## src/hdl/bs_pkg.sv

```systemverilog
package bs_pkg;

  localparam int ITER_BITS = 12;
  localparam int FRAC_BITS = 28;
  localparam int PIX_W     = 12;
  localparam int SCALE_W   = 31;
  localparam int WORD_W    = 32;
  localparam int CFG_W     = 32;
  localparam int CFG_IDX_W = 3;
  localparam int DIFF_W    = PIX_W + 1;
  localparam int OP_W      = WORD_W + 1;
  localparam int PROD_W    = 64;
  localparam int SUM_W     = PROD_W + 2;

  localparam logic [ITER_BITS-1:0] MAX_ITER_RST = ITER_BITS'(255);
  localparam logic [SCALE_W-1:0]   SCALE_RST    = SCALE_W'(1491308);

  // |z|^2 is held at 2*FRAC_BITS fraction bits; 4 must still fit in the word
  localparam bit CAN_ESCAPE = (2 * FRAC_BITS + 2) < PROD_W;
  localparam logic [PROD_W-1:0] NORM_LIMIT =
    CAN_ESCAPE ? (PROD_W'(1) << (2 * FRAC_BITS + 2)) : '0;

  localparam logic signed [SUM_W-1:0] WORD_MAX = SUM_W'(64'sh0000_0000_7fff_ffff);
  localparam logic signed [SUM_W-1:0] WORD_MIN = SUM_W'(-64'sh0000_0000_8000_0000);

  typedef enum logic [CFG_IDX_W-1:0] {
    CFG_MAX_ITER  = 3'd0,
    CFG_CENTER_X  = 3'd1,
    CFG_CENTER_Y  = 3'd2,
    CFG_SCALE_X   = 3'd3,
    CFG_SCALE_Y   = 3'd4,
    CFG_OFFSET_RE = 3'd5,
    CFG_OFFSET_IM = 3'd6
  } cfg_reg_t;

  typedef enum logic [2:0] {
    ST_IDLE,
    ST_MAP_RE,
    ST_MAP_IM,
    ST_SQ_RE,
    ST_SQ_IM,
    ST_CROSS,
    ST_UPDATE
  } bs_state_t;

  function automatic logic signed [WORD_W-1:0] sat_word(input logic signed [SUM_W-1:0] v);
    logic signed [WORD_W-1:0] res;
    if (v > WORD_MAX) begin
      res = WORD_MAX[WORD_W-1:0];
    end else if (v < WORD_MIN) begin
      res = WORD_MIN[WORD_W-1:0];
    end else begin
      res = v[WORD_W-1:0];
    end
    return res;
  endfunction

endpackage

```

## src/hdl/bs_mul.sv

```systemverilog
module bs_mul
  import bs_pkg::*;
(
  input  logic                     clk,
  input  logic signed [OP_W-1:0]   op_a,
  input  logic signed [OP_W-1:0]   op_b,
  output logic signed [PROD_W-1:0] prod_r
);

  logic signed [2*OP_W-1:0] full;

  assign full = op_a * op_b;

  // every operand pair used here has a product that fits in PROD_W bits
  always_ff @(posedge clk) begin
    prod_r <= full[PROD_W-1:0];
  end

endmodule

```

## src/hdl/burning_ship_escape_time.sv

```systemverilog
// Burning Ship escape-time evaluator.
// Input channel: pulse start with in_pixel_x/in_pixel_y while busy is low; the item
// is taken at that edge and busy stays high until its result is issued.
// Result channel: out_valid is high for exactly one cycle with out_iteration_count,
// out_x and out_y. The receiver cannot stall, so the result is simply presented.
// Configuration: cfg_we with cfg_index/cfg_data writes one register at the edge;
// write only while busy is low.
// One signed 33x33 multiplier with a registered product is shared by all steps:
// two steps map the pixel to c, then each escape iteration takes four steps
// (re^2, im^2, re*im, update). The result strobe is registered from the final
// re*im step, which tests for escape and the bound; busy falls in the same cycle,
// so the next item may be started then. The default iteration bound is 255.
// Reset (rst_n low, synchronous) returns to idle, drops any item in flight and
// restores the register defaults.
module burning_ship_escape_time
  import bs_pkg::*;
(
  input  logic                 clk,
  input  logic                 rst_n,
  input  logic                 start,
  output logic                 busy,
  input  logic [PIX_W-1:0]     in_pixel_x,
  input  logic [PIX_W-1:0]     in_pixel_y,
  output logic                 out_valid,
  output logic [ITER_BITS-1:0] out_iteration_count,
  output logic [PIX_W-1:0]     out_x,
  output logic [PIX_W-1:0]     out_y,
  input  logic                 cfg_we,
  input  logic [CFG_IDX_W-1:0] cfg_index,
  input  logic [CFG_W-1:0]     cfg_data
);

  bs_state_t state_r, state_nxt;

  logic [ITER_BITS-1:0]     max_iter_r;
  logic [PIX_W-1:0]         center_x_r, center_y_r;
  logic [SCALE_W-1:0]       scale_x_r, scale_y_r;
  logic signed [WORD_W-1:0] offset_re_r, offset_im_r;

  logic [PIX_W-1:0]         px_r, py_r;
  logic signed [WORD_W-1:0] c_re_r, c_im_r, re_r, im_r;
  logic signed [PROD_W-1:0] sq_re_r, sq_im_r;
  logic [ITER_BITS-1:0]     cnt_r;
  logic                     out_valid_r;
  logic [ITER_BITS-1:0]     out_count_r;
  logic [PIX_W-1:0]         out_x_r, out_y_r;

  logic signed [OP_W-1:0]   op_a, op_b;
  logic signed [PROD_W-1:0] prod_r;

  logic signed [DIFF_W-1:0] diff_x, diff_y;
  logic [PROD_W-1:0]        norm;
  logic                     escape, at_bound, done;
  logic [ITER_BITS-1:0]     done_count;
  logic signed [PROD_W-1:0] sq_diff, sq_shift;
  logic [PROD_W-1:0]        cross_mag, cross_shift;
  logic signed [WORD_W-1:0] c_re_nxt, c_im_nxt, re_nxt, im_nxt;
  logic                     accept;

  bs_mul u_mul (
    .clk    (clk),
    .op_a   (op_a),
    .op_b   (op_b),
    .prod_r (prod_r)
  );

  assign accept = start && (state_r == ST_IDLE);
  assign busy   = (state_r != ST_IDLE);

  assign diff_x = $signed({1'b0, px_r}) - $signed({1'b0, center_x_r});
  assign diff_y = $signed({1'b0, py_r}) - $signed({1'b0, center_y_r});

  // mapping: the product of the previous cycle plus the offset
  assign c_re_nxt = sat_word(SUM_W'(prod_r) + SUM_W'(offset_re_r));
  assign c_im_nxt = sat_word(SUM_W'(prod_r) + SUM_W'(offset_im_r));

  // in CROSS the multiplier output holds im^2 of the current z
  assign norm     = $unsigned(sq_re_r) + $unsigned(prod_r);
  assign escape   = CAN_ESCAPE && (norm > NORM_LIMIT);
  assign at_bound = (cnt_r == max_iter_r);

  // in UPDATE the multiplier output holds re*im
  assign sq_diff     = sq_re_r - sq_im_r;
  assign sq_shift    = sq_diff >>> FRAC_BITS;
  assign cross_mag   = prod_r[PROD_W-1] ? (PROD_W'(0) - $unsigned(prod_r)) : $unsigned(prod_r);
  assign cross_shift = cross_mag >> (FRAC_BITS - 1);
  assign re_nxt      = sat_word(SUM_W'(sq_shift) + SUM_W'(c_re_r));
  assign im_nxt      = sat_word($signed({2'b00, cross_shift}) + SUM_W'(c_im_r));

  always_comb begin
    state_nxt = state_r;
    unique case (state_r)
      ST_IDLE:   if (start) state_nxt = ST_MAP_RE;
      ST_MAP_RE: state_nxt = ST_MAP_IM;
      ST_MAP_IM: state_nxt = ST_SQ_RE;
      ST_SQ_RE:  state_nxt = ST_SQ_IM;
      ST_SQ_IM:  state_nxt = ST_CROSS;
      ST_CROSS:  state_nxt = (escape || at_bound) ? ST_IDLE : ST_UPDATE;
      ST_UPDATE: state_nxt = ST_SQ_RE;
      default:   state_nxt = ST_IDLE;
    endcase
  end

  always_comb begin
    op_a       = '0;
    op_b       = '0;
    done       = 1'b0;
    // escape of z_k means k-1 iterations completed without escaping
    done_count = escape ? (cnt_r - ITER_BITS'(1)) : cnt_r;
    unique case (state_r)
      ST_MAP_RE: begin
        op_a = OP_W'(diff_x);
        op_b = $signed({2'b00, scale_x_r});
      end
      ST_MAP_IM: begin
        op_a = OP_W'(diff_y);
        op_b = $signed({2'b00, scale_y_r});
      end
      ST_SQ_RE: begin
        op_a = OP_W'(re_r);
        op_b = OP_W'(re_r);
      end
      ST_SQ_IM: begin
        op_a = OP_W'(im_r);
        op_b = OP_W'(im_r);
      end
      ST_CROSS: begin
        op_a = OP_W'(re_r);
        op_b = OP_W'(im_r);
        done = escape || at_bound;
      end
      default: begin
        op_a = '0;
        op_b = '0;
      end
    endcase
  end

  always_ff @(posedge clk) begin
    if (!rst_n) begin
      state_r     <= ST_IDLE;
      out_valid_r <= 1'b0;
      max_iter_r  <= MAX_ITER_RST;
      center_x_r  <= '0;
      center_y_r  <= '0;
      scale_x_r   <= SCALE_RST;
      scale_y_r   <= SCALE_RST;
      offset_re_r <= '0;
      offset_im_r <= '0;
    end else begin
      state_r     <= state_nxt;
      out_valid_r <= done;
      if (cfg_we) begin
        unique case (cfg_reg_t'(cfg_index))
          CFG_MAX_ITER:  max_iter_r  <= cfg_data[ITER_BITS-1:0];
          CFG_CENTER_X:  center_x_r  <= cfg_data[PIX_W-1:0];
          CFG_CENTER_Y:  center_y_r  <= cfg_data[PIX_W-1:0];
          CFG_SCALE_X:   scale_x_r   <= cfg_data[SCALE_W-1:0];
          CFG_SCALE_Y:   scale_y_r   <= cfg_data[SCALE_W-1:0];
          CFG_OFFSET_RE: offset_re_r <= $signed(cfg_data[WORD_W-1:0]);
          CFG_OFFSET_IM: offset_im_r <= $signed(cfg_data[WORD_W-1:0]);
          default: ;
        endcase
      end
    end
  end

  always_ff @(posedge clk) begin
    if (accept) begin
      px_r  <= in_pixel_x;
      py_r  <= in_pixel_y;
      re_r  <= '0;
      im_r  <= '0;
      cnt_r <= '0;
    end
    case (state_r)
      ST_MAP_IM: c_re_r  <= c_re_nxt;
      ST_SQ_RE:  if (cnt_r == '0) c_im_r <= c_im_nxt;
      ST_SQ_IM:  sq_re_r <= prod_r;
      ST_CROSS:  sq_im_r <= prod_r;
      ST_UPDATE: begin
        re_r  <= re_nxt;
        im_r  <= im_nxt;
        cnt_r <= cnt_r + ITER_BITS'(1);
      end
      default: ;
    endcase
    if (done) begin
      out_count_r <= done_count;
      out_x_r     <= px_r;
      out_y_r     <= py_r;
    end
  end

  assign out_valid           = out_valid_r;
  assign out_iteration_count = out_count_r;
  assign out_x               = out_x_r;
  assign out_y               = out_y_r;

endmodule

```

## config.mk

```make
export PLATFORM = sky130hd
export DESIGN_NAME = burning_ship_escape_time
export DESIGN_NICKNAME = d
export VERILOG_FILES = /design/src/hdl/bs_pkg.sv /design/src/hdl/bs_mul.sv /design/src/hdl/burning_ship_escape_time.sv
export SDC_FILE = /design/constraint.sdc
export NUM_CORES = 2
export LEC_CHECK = 0
export ABC_AREA = 1
export CORE_MARGIN = 4
export CORE_UTILIZATION = 30
export DETAILED_ROUTE_END_ITERATION = 6
export DONT_BUFFER_PORTS = 1
export GPL_TIMING_DRIVEN = 0
export SLEW_MARGIN = 20
export SYNTH_ARGS = -nofsm -noshare
export SYNTH_HDL_FRONTEND = slang
export SYNTH_SLANG_ARGS = --single-unit
```

## constraint.sdc

```tcl
create_clock -name clk -period 32.9 [get_ports clk]
set_input_delay 8.225 -clock clk [delete_from_list [all_inputs] [get_ports clk]]
set_output_delay 8.225 -clock clk [all_outputs]
set_load 0.005 [all_outputs]
```

== Word level (Yosys, flattened, before mapping) ==
Cells that the tools add are included.
Cells by class
  order comparisons: 9
  bitwise gates (word level): 0
  muxes and demuxes: 19
  shift-type cells: 0
  add/subtract/negate cells: 11
  eq/ne operators: 14
  divide/modulo/power cells: 0
  reductions and logical operators: 18
  $mul: 1
Operators with widths (count)
  32-bit 2-to-1 mux: 9
  33-bit one-hot mux with 4 select lines: 2
  64-bit by 32-bit adder with 65-bit output: 2
  65-bit by 32-bit > comparator with 1-bit output, second input constant: 2
  65-bit by 32-bit less-than comparator with 1-bit output, second input constant: 2
  64-bit adder: 1
  64-bit by 59-bit > comparator with 1-bit output, second input constant: 1
  33-bit by 33-bit multiplier with 64-bit output: 1
  64-bit 2-to-1 mux: 1
  1-bit by 64-bit subtractor with 64-bit output, first input constant: 1
  64-bit subtractor: 1
  38-bit by 32-bit adder with 39-bit output: 1
  39-bit by 32-bit > comparator with 1-bit output, second input constant: 1
  39-bit by 32-bit less-than comparator with 1-bit output, second input constant: 1
  36-bit by 32-bit adder with 37-bit output: 1
  37-bit by 32-bit > comparator with 1-bit output, second input constant: 1
  37-bit by 32-bit less-than comparator with 1-bit output, second input constant: 1
  12-bit 2-to-1 mux: 3
  12-bit by 12-bit subtractor with 13-bit output: 2
  3-bit == test, second input constant: 6
  3-bit one-hot mux with 6 select lines: 1
  2-bit AND reduction: 8
  12-bit by 1-bit adder with 12-bit output, second input constant: 1
  12-bit == test: 1
  other kinds (13): 21
Word-level totals
  register bits after elaboration: 558
  input port bits: 63
  word-level logic and storage cells: 94
  output and inout port bits: 38
  bits in writable memories: 0
  memories: 0
  memory bits (read-only): 0
  bits in latches: 0

== Depth between registers and ports, before layout ==
  word-level depth: 7
  gate-level depth with buffers: 53
  mapped depth without buffers: 51

== Cells and area by module ==
From an unflattened synthesis, not the netlist that was laid out.
Unflattened totals
  cells, all modules: 12404
  area, all modules: 87923.1 µm²
By module, submodules not included
  burning_ship_escape_time: cells each 6984, area each 45501.1 µm², times used 1, seq. area each 13172.6 µm²
  bs_mul: cells each 5420, area each 42421.9 µm², times used 1, seq. area each 1281.2 µm²

== Worst setup path after synthesis ==
No wires, ideal clock.
  path kind: in2reg
  start: in start
  end: reg cnt_r[0] (enable)
  library setup time: 0.615 ns
  data required time: 32.285 ns
  stages on the path: 2
  path buffers: 0
  arrival time: 13.615 ns
  slack: 18.670 ns
  cells stage by stage: inv_1 o21ai_0
On the way
  longest elaborated chain between the ends: 2
Ends and longest elaborated chain
  from (decl): RTL line burning_ship_escape_time.sv:20  | input logic start,
  1-bit logical AND: RTL line burning_ship_escape_time.sv:67  | assign accept = start && (state_r == ST_IDLE);
  2-bit nonzero test (no line)
  to (signal assigned): RTL line burning_ship_escape_time.sv:184  | cnt_r <= cnt_r + ITER_BITS'(1);
  to (decl): RTL line burning_ship_escape_time.sv:43  | logic [ITER_BITS-1:0] cnt_r;
Every way passes these cells.
A chain may end at the register's enable or synchronous reset.

== Worst setup path in the final report ==
  start: reg state_r[2]
  end: reg u_mul.prod_r[62]
On the way
  longest elaborated chain between the ends: 4
  elaborated cells on any way between the ends: 10
  classes of those cells: mul (1); eq/ne (5); mux (2); reduce/logical (2)
Ends and longest elaborated chain
  from (decl): RTL line burning_ship_escape_time.sv:33  | bs_state_t state_r, state_nxt;
  from (signal assigned): RTL line burning_ship_escape_time.sv:151  | state_r <= state_nxt;
  3-bit by 2-bit == test with 1-bit output or 3-bit == test (tied branches): RTL line burning_ship_escape_time.sv:110  | unique case (state_r)
  2-bit OR reduction (no line)
  33-bit one-hot mux with 4 select lines: RTL line burning_ship_escape_time.sv:110
  33-bit by 33-bit multiplier with 64-bit output *: RTL line bs_mul.sv:12  | assign full = op_a * op_b;
  net u_mul.full[62]: RTL line bs_mul.sv:10  | logic signed [2*OP_W-1:0] full;
  to (signal assigned): RTL line bs_mul.sv:16  | prod_r <= full[PROD_W-1:0];
  to (decl): RTL line bs_mul.sv:7  | output logic signed [PROD_W-1:0] prod_r
The timed path passes the listed nets; every way through them passes the cells marked *.

==> impl_metrics.py <==
metrics = {
    "outcome": {
        "outcome": "finished clean",
    },
    "final_layout": {
        "area_delta_synth_final_pct": 8.57,
        "fin_nets": 13900,
        "drive_gt1_share_pct": 2.87,
    },
    "logic_synthesis": {
        "yosysSeqAreaShare_pct": 16.8,
        "ys_warn_count": 0,
        "synth_area_um2": 86200,
        "synthesis.instances": 12000,
        "synth_seq_cells": 558,
        "syn_nets": 13800,
        "ys_types": 66,
        "synthFlopType": "edfxtp_1",
        "synth-edff-count": 328,
        "synthArstFlopShare_pct": 0,
        "synth.avg_cell_area_um2": 7.16,
    },
    "cts": {
        "clock-sinks": 558,
        "cts.path.max_buffers": 3,
        "post-cts-setup-buffers": 0,
        "cts_made_buffers": 59,
        "htreeDepth": 2,
        "clock_latency_ns": 0.68,
        "clkSlewWorstSetupHoldPaths_ns": 0.06,
        "cts-root-buf": "clkbuf_16",
        "postCtsHoldBufs": 0,
        "postCtsResizedCells": 0,
        "tritoncts": "built",
    },
    "floorplanning": {
        "dieWidth_um": 544,
        "ios": 101,
        "start_util_pct": 30.2,
        "num_rows": 196,
        "die_area_um2": 296000,
        "core_area_um2": 285000,
        "chipHeight_um": 544,
    },
    "pwr": {
        "swShare_pct": 54.7,
        "p_clk_share_pct": 14.8,
        "sequentialPowerShare_pct": 24.6,
        "internal_power_mw": 2.19,
        "p_leak_nw": 48.0,
        "pwr_density_cell_nw_per_um2": 51.7,
        "vdd.ir_drop.worst_mv": 0.0467,
        "p_sw_mw": 2.64,
        "combPwrFrac_pct": 60.7,
    },
    "timing": {
        "skew_ns": 0.0454,
        "report.final.setup_viol": 0,
        "period_share_pct": 36.7,
        "max_slew_margin_pct": 12.5,
        "tightest_slew_ns": 1.31,
        "setup_tns_ns": 0,
        "fmax_ghz": 0.0829,
        "finalHoldViolCount": 0,
        "hold-worst-slack_ns": 0.454,
        "rsz0062_at_grt": "no",
        "period_needed_ns": 12.06,
        "slew_violations": 0,
    },
    "critical_path": {
        "slowest_stage": "fa_1",
        "worst_path_dominant_cell_family": "adder cells",
        "startpoint_type": "flip-flop",
        "arrival_ns": 12.60,
        "cp-end-kind": "flip-flop",
        "critPathKind": "reg -> reg",
        "critPathMaxStageDelay_ns": 0.75,
        "cp_max_fo": 18,
        "cp.required_ns": 33.44,
        "crit_buf_inv": 10,
    },
    "global_route": {
        "grt_use_total_pct": 24.0,
        "grt_pass1_vias": 75400,
        "grt_overflow": 0,
        "grt_start_max_net_pins": 46,
        "grt_pass1_wl_mm": 520,
        "antenna_found_initial": 43,
    },
    "placed_design": {
        "portBuffers": 0,
        "post-dp-hpwl_mm": 305,
        "place.gp.congestion": 0.999,
    },
    "detailed_routing": {
        "drt_iter0_drc": 8171,
        "antenna_left": 0,
        "routed_wl_mm": 361,
        "vias_per_cell": 4.95,
        "first_pass_iters": 6,
        "drc": 0,
        "wl_per_cell_um": 22.6,
        "vias": 79000,
    },
    "hold_path": {
        "worstHoldPathType": "reg -> reg",
    },
    "run": {
        "maxCapViolations": 0,
    },
}
worst register-to-register path: cells and delay by family (launching register included):
family / cells / cell delay [ns]
flip-flops: 1 / 0.35
XOR/XNOR: 1 / 0.14
AO/OA/AOI/OAI: 7 / 1.55
buffers and inverters: 10 / 2.05
adder cells (fa/ha/maj): 9 / 5.03
AND/OR/NAND/NOR: 10 / 2.81
cells in the mapped netlist, types with 11 or more instances:
cell / instances / area share [%]
nand3_1: 371 / 2.2
clkbuf_1: 227 / 0.99
nor3_1: 70 / 0.41
ha_1: 566 / 8.2
edfxtp_1: 328 / 11
nand2_2: 31 / 0.23
a221oi_1: 14 / 0.14
xor2_1: 218 / 2.2
nand3_2: 12 / 0.14
buf_6: 12 / 0.16
xnor2_1: 86 / 0.87
o21bai_1: 39 / 0.34
inv_1: 2666 / 12
o21a_1: 17 / 0.15
a211oi_1: 11 / 0.096
and2_1: 22 / 0.16
nor2_2: 24 / 0.17
a22oi_1: 33 / 0.29
nand2_1: 3336 / 15
nor4_1: 39 / 0.28
a21o_1: 32 / 0.28
nand4_1: 138 / 1.0
o21ai_0: 418 / 2.4
o221ai_1: 13 / 0.13
nor2_1: 1115 / 4.9
a21boi_0: 15 / 0.13
o21ai_1: 15 / 0.087
a21oi_1: 564 / 3.3
dfxtp_1: 230 / 5.3
buf_2: 47 / 0.27
o211ai_1: 15 / 0.13
nand3b_1: 27 / 0.24
a31oi_1: 57 / 0.41
fa_1: 1112 / 26
per-stage QoR:
step / power [mW] / setup WS, ns / instances / util (%) / area (µm²)
final: 4.83 / 20.84 / 16000 / 32.8 / 93500
after CTS: 4.80 / 21.02 / 15900 / 32.7 / 93400
after global placement: 4.08 / 15.82 / 15800 / 31.8 / 90900
after global routing: 5.16 / 20.42 / 15900 / 32.7 / 93500
after floorplan: 2.88 / 18.67 / 12000 / - / 86200
after detailed placement: 4.07 / 21.09 / 15800 / 32.0 / 91400
layer usage:
layer	part of all wire (%)	vias up	wire length [µm]	GRT usage, %
met2	42	3449	153000	36.1
met5	0.096	-	345	0.406
met4	5.7	26	20600	11.7
met3	9.8	664	35500	5.62
met1	42	37900	152000	32.3
li1	-	37000	-	-
power groups by stage:
stage	clock, mW	combinational [mW]	sequential [mW]
after floorplan	0	1.97	0.911
after global placement	0	2.89	1.18
after detailed placement	0	2.89	1.18
after CTS	0.721	2.91	1.17
after global routing	0.753	3.25	1.16
final	0.713	2.93	1.19
layout by cell type, fill, tap and decap left out, types with 17 or more instances in the layout:
master     instances
edfxtp_1         328
a22oi_1           33
nor4_1            37
dfxtp_1          211
xor2_1           218
a21o_1            32
clkbuf_16         60
buf_6             18
nor2_2            26
ha_1             566
nand4_1          138
diode_2           43
fa_1            1111
clkbuf_1         230
nand3_1          371
inv_1           2665
nor3_1            66
o21bai_1          39
xnor2_1           86
and2_1            22
nand2_1         3336
dfxtp_2           19
o21ai_0          417
buf_2             52
nand3b_1          27
o21a_1            17
a21oi_1          564
a31oi_1           57
nand2_2           31
nor2_1          1112
path summary, 6_finish.rpt:
path / start / end / slack, ns / cells past startpoint
setup / recovery: state_r[2]$_SDFFE_PN0P_ / u_mul.prod_r[62]$_DFF_P_ / 20.84 / 37
hold / removal: scale_x_r[24]$_SDFFE_PN0P_ / scale_x_r[24]$_SDFFE_PN0P_ / 0.45 / 2
setup reg to reg: state_r[2]$_SDFFE_PN0P_ / u_mul.prod_r[62]$_DFF_P_ / 20.84 / 37
hold reg to reg: scale_x_r[24]$_SDFFE_PN0P_ / scale_x_r[24]$_SDFFE_PN0P_ / 0.45 / 2
layout make-up:
| class | instances | area (µm²) |
|---|---|---|
| inverter | 2677 | 10000 |
| multi-input combinational | 8494 | 60500 |
| buffer | 300 | 1310 |
| sequential | 558 | 14500 |
| timing repair buffer | 24 | 350 |
| clock buffer | 71 | 1570 |
| clock inverter | 39 | 469 |
| fill | 31200 | 192000 |
| tap | 3762 | 4710 |
| antenna | 43 | 108 |
sequential cells by signal, indices dropped and copies added, names as in the netlist, 31 cells and up:
signal and cells:
sq_im_r 64, scale_y_r 31, re_r 32, offset_re_r 32, scale_x_r 31, offset_im_r 32, u_mul.prod_r 64, c_im_r 32
sq_re_r 64, im_r 32, c_re_r 32
logic make-up (layout without fill, tap and decap cells):
logic type,count (synthesis),in the layout,share of synthesized area [%]
AOI/OAI and AO/OA,1290,1290,8.35
adders and majority gates,1678,1678,34.1
and+or+nand+nor,5221,5221,24.5
xor gates and xnor gates,305,305,3.12
buffers and inverters,2977,3111,13.2
DFF,558,558,16.8
other,0,43,0
No activity file was read; power rests on OpenSTA's default activity.
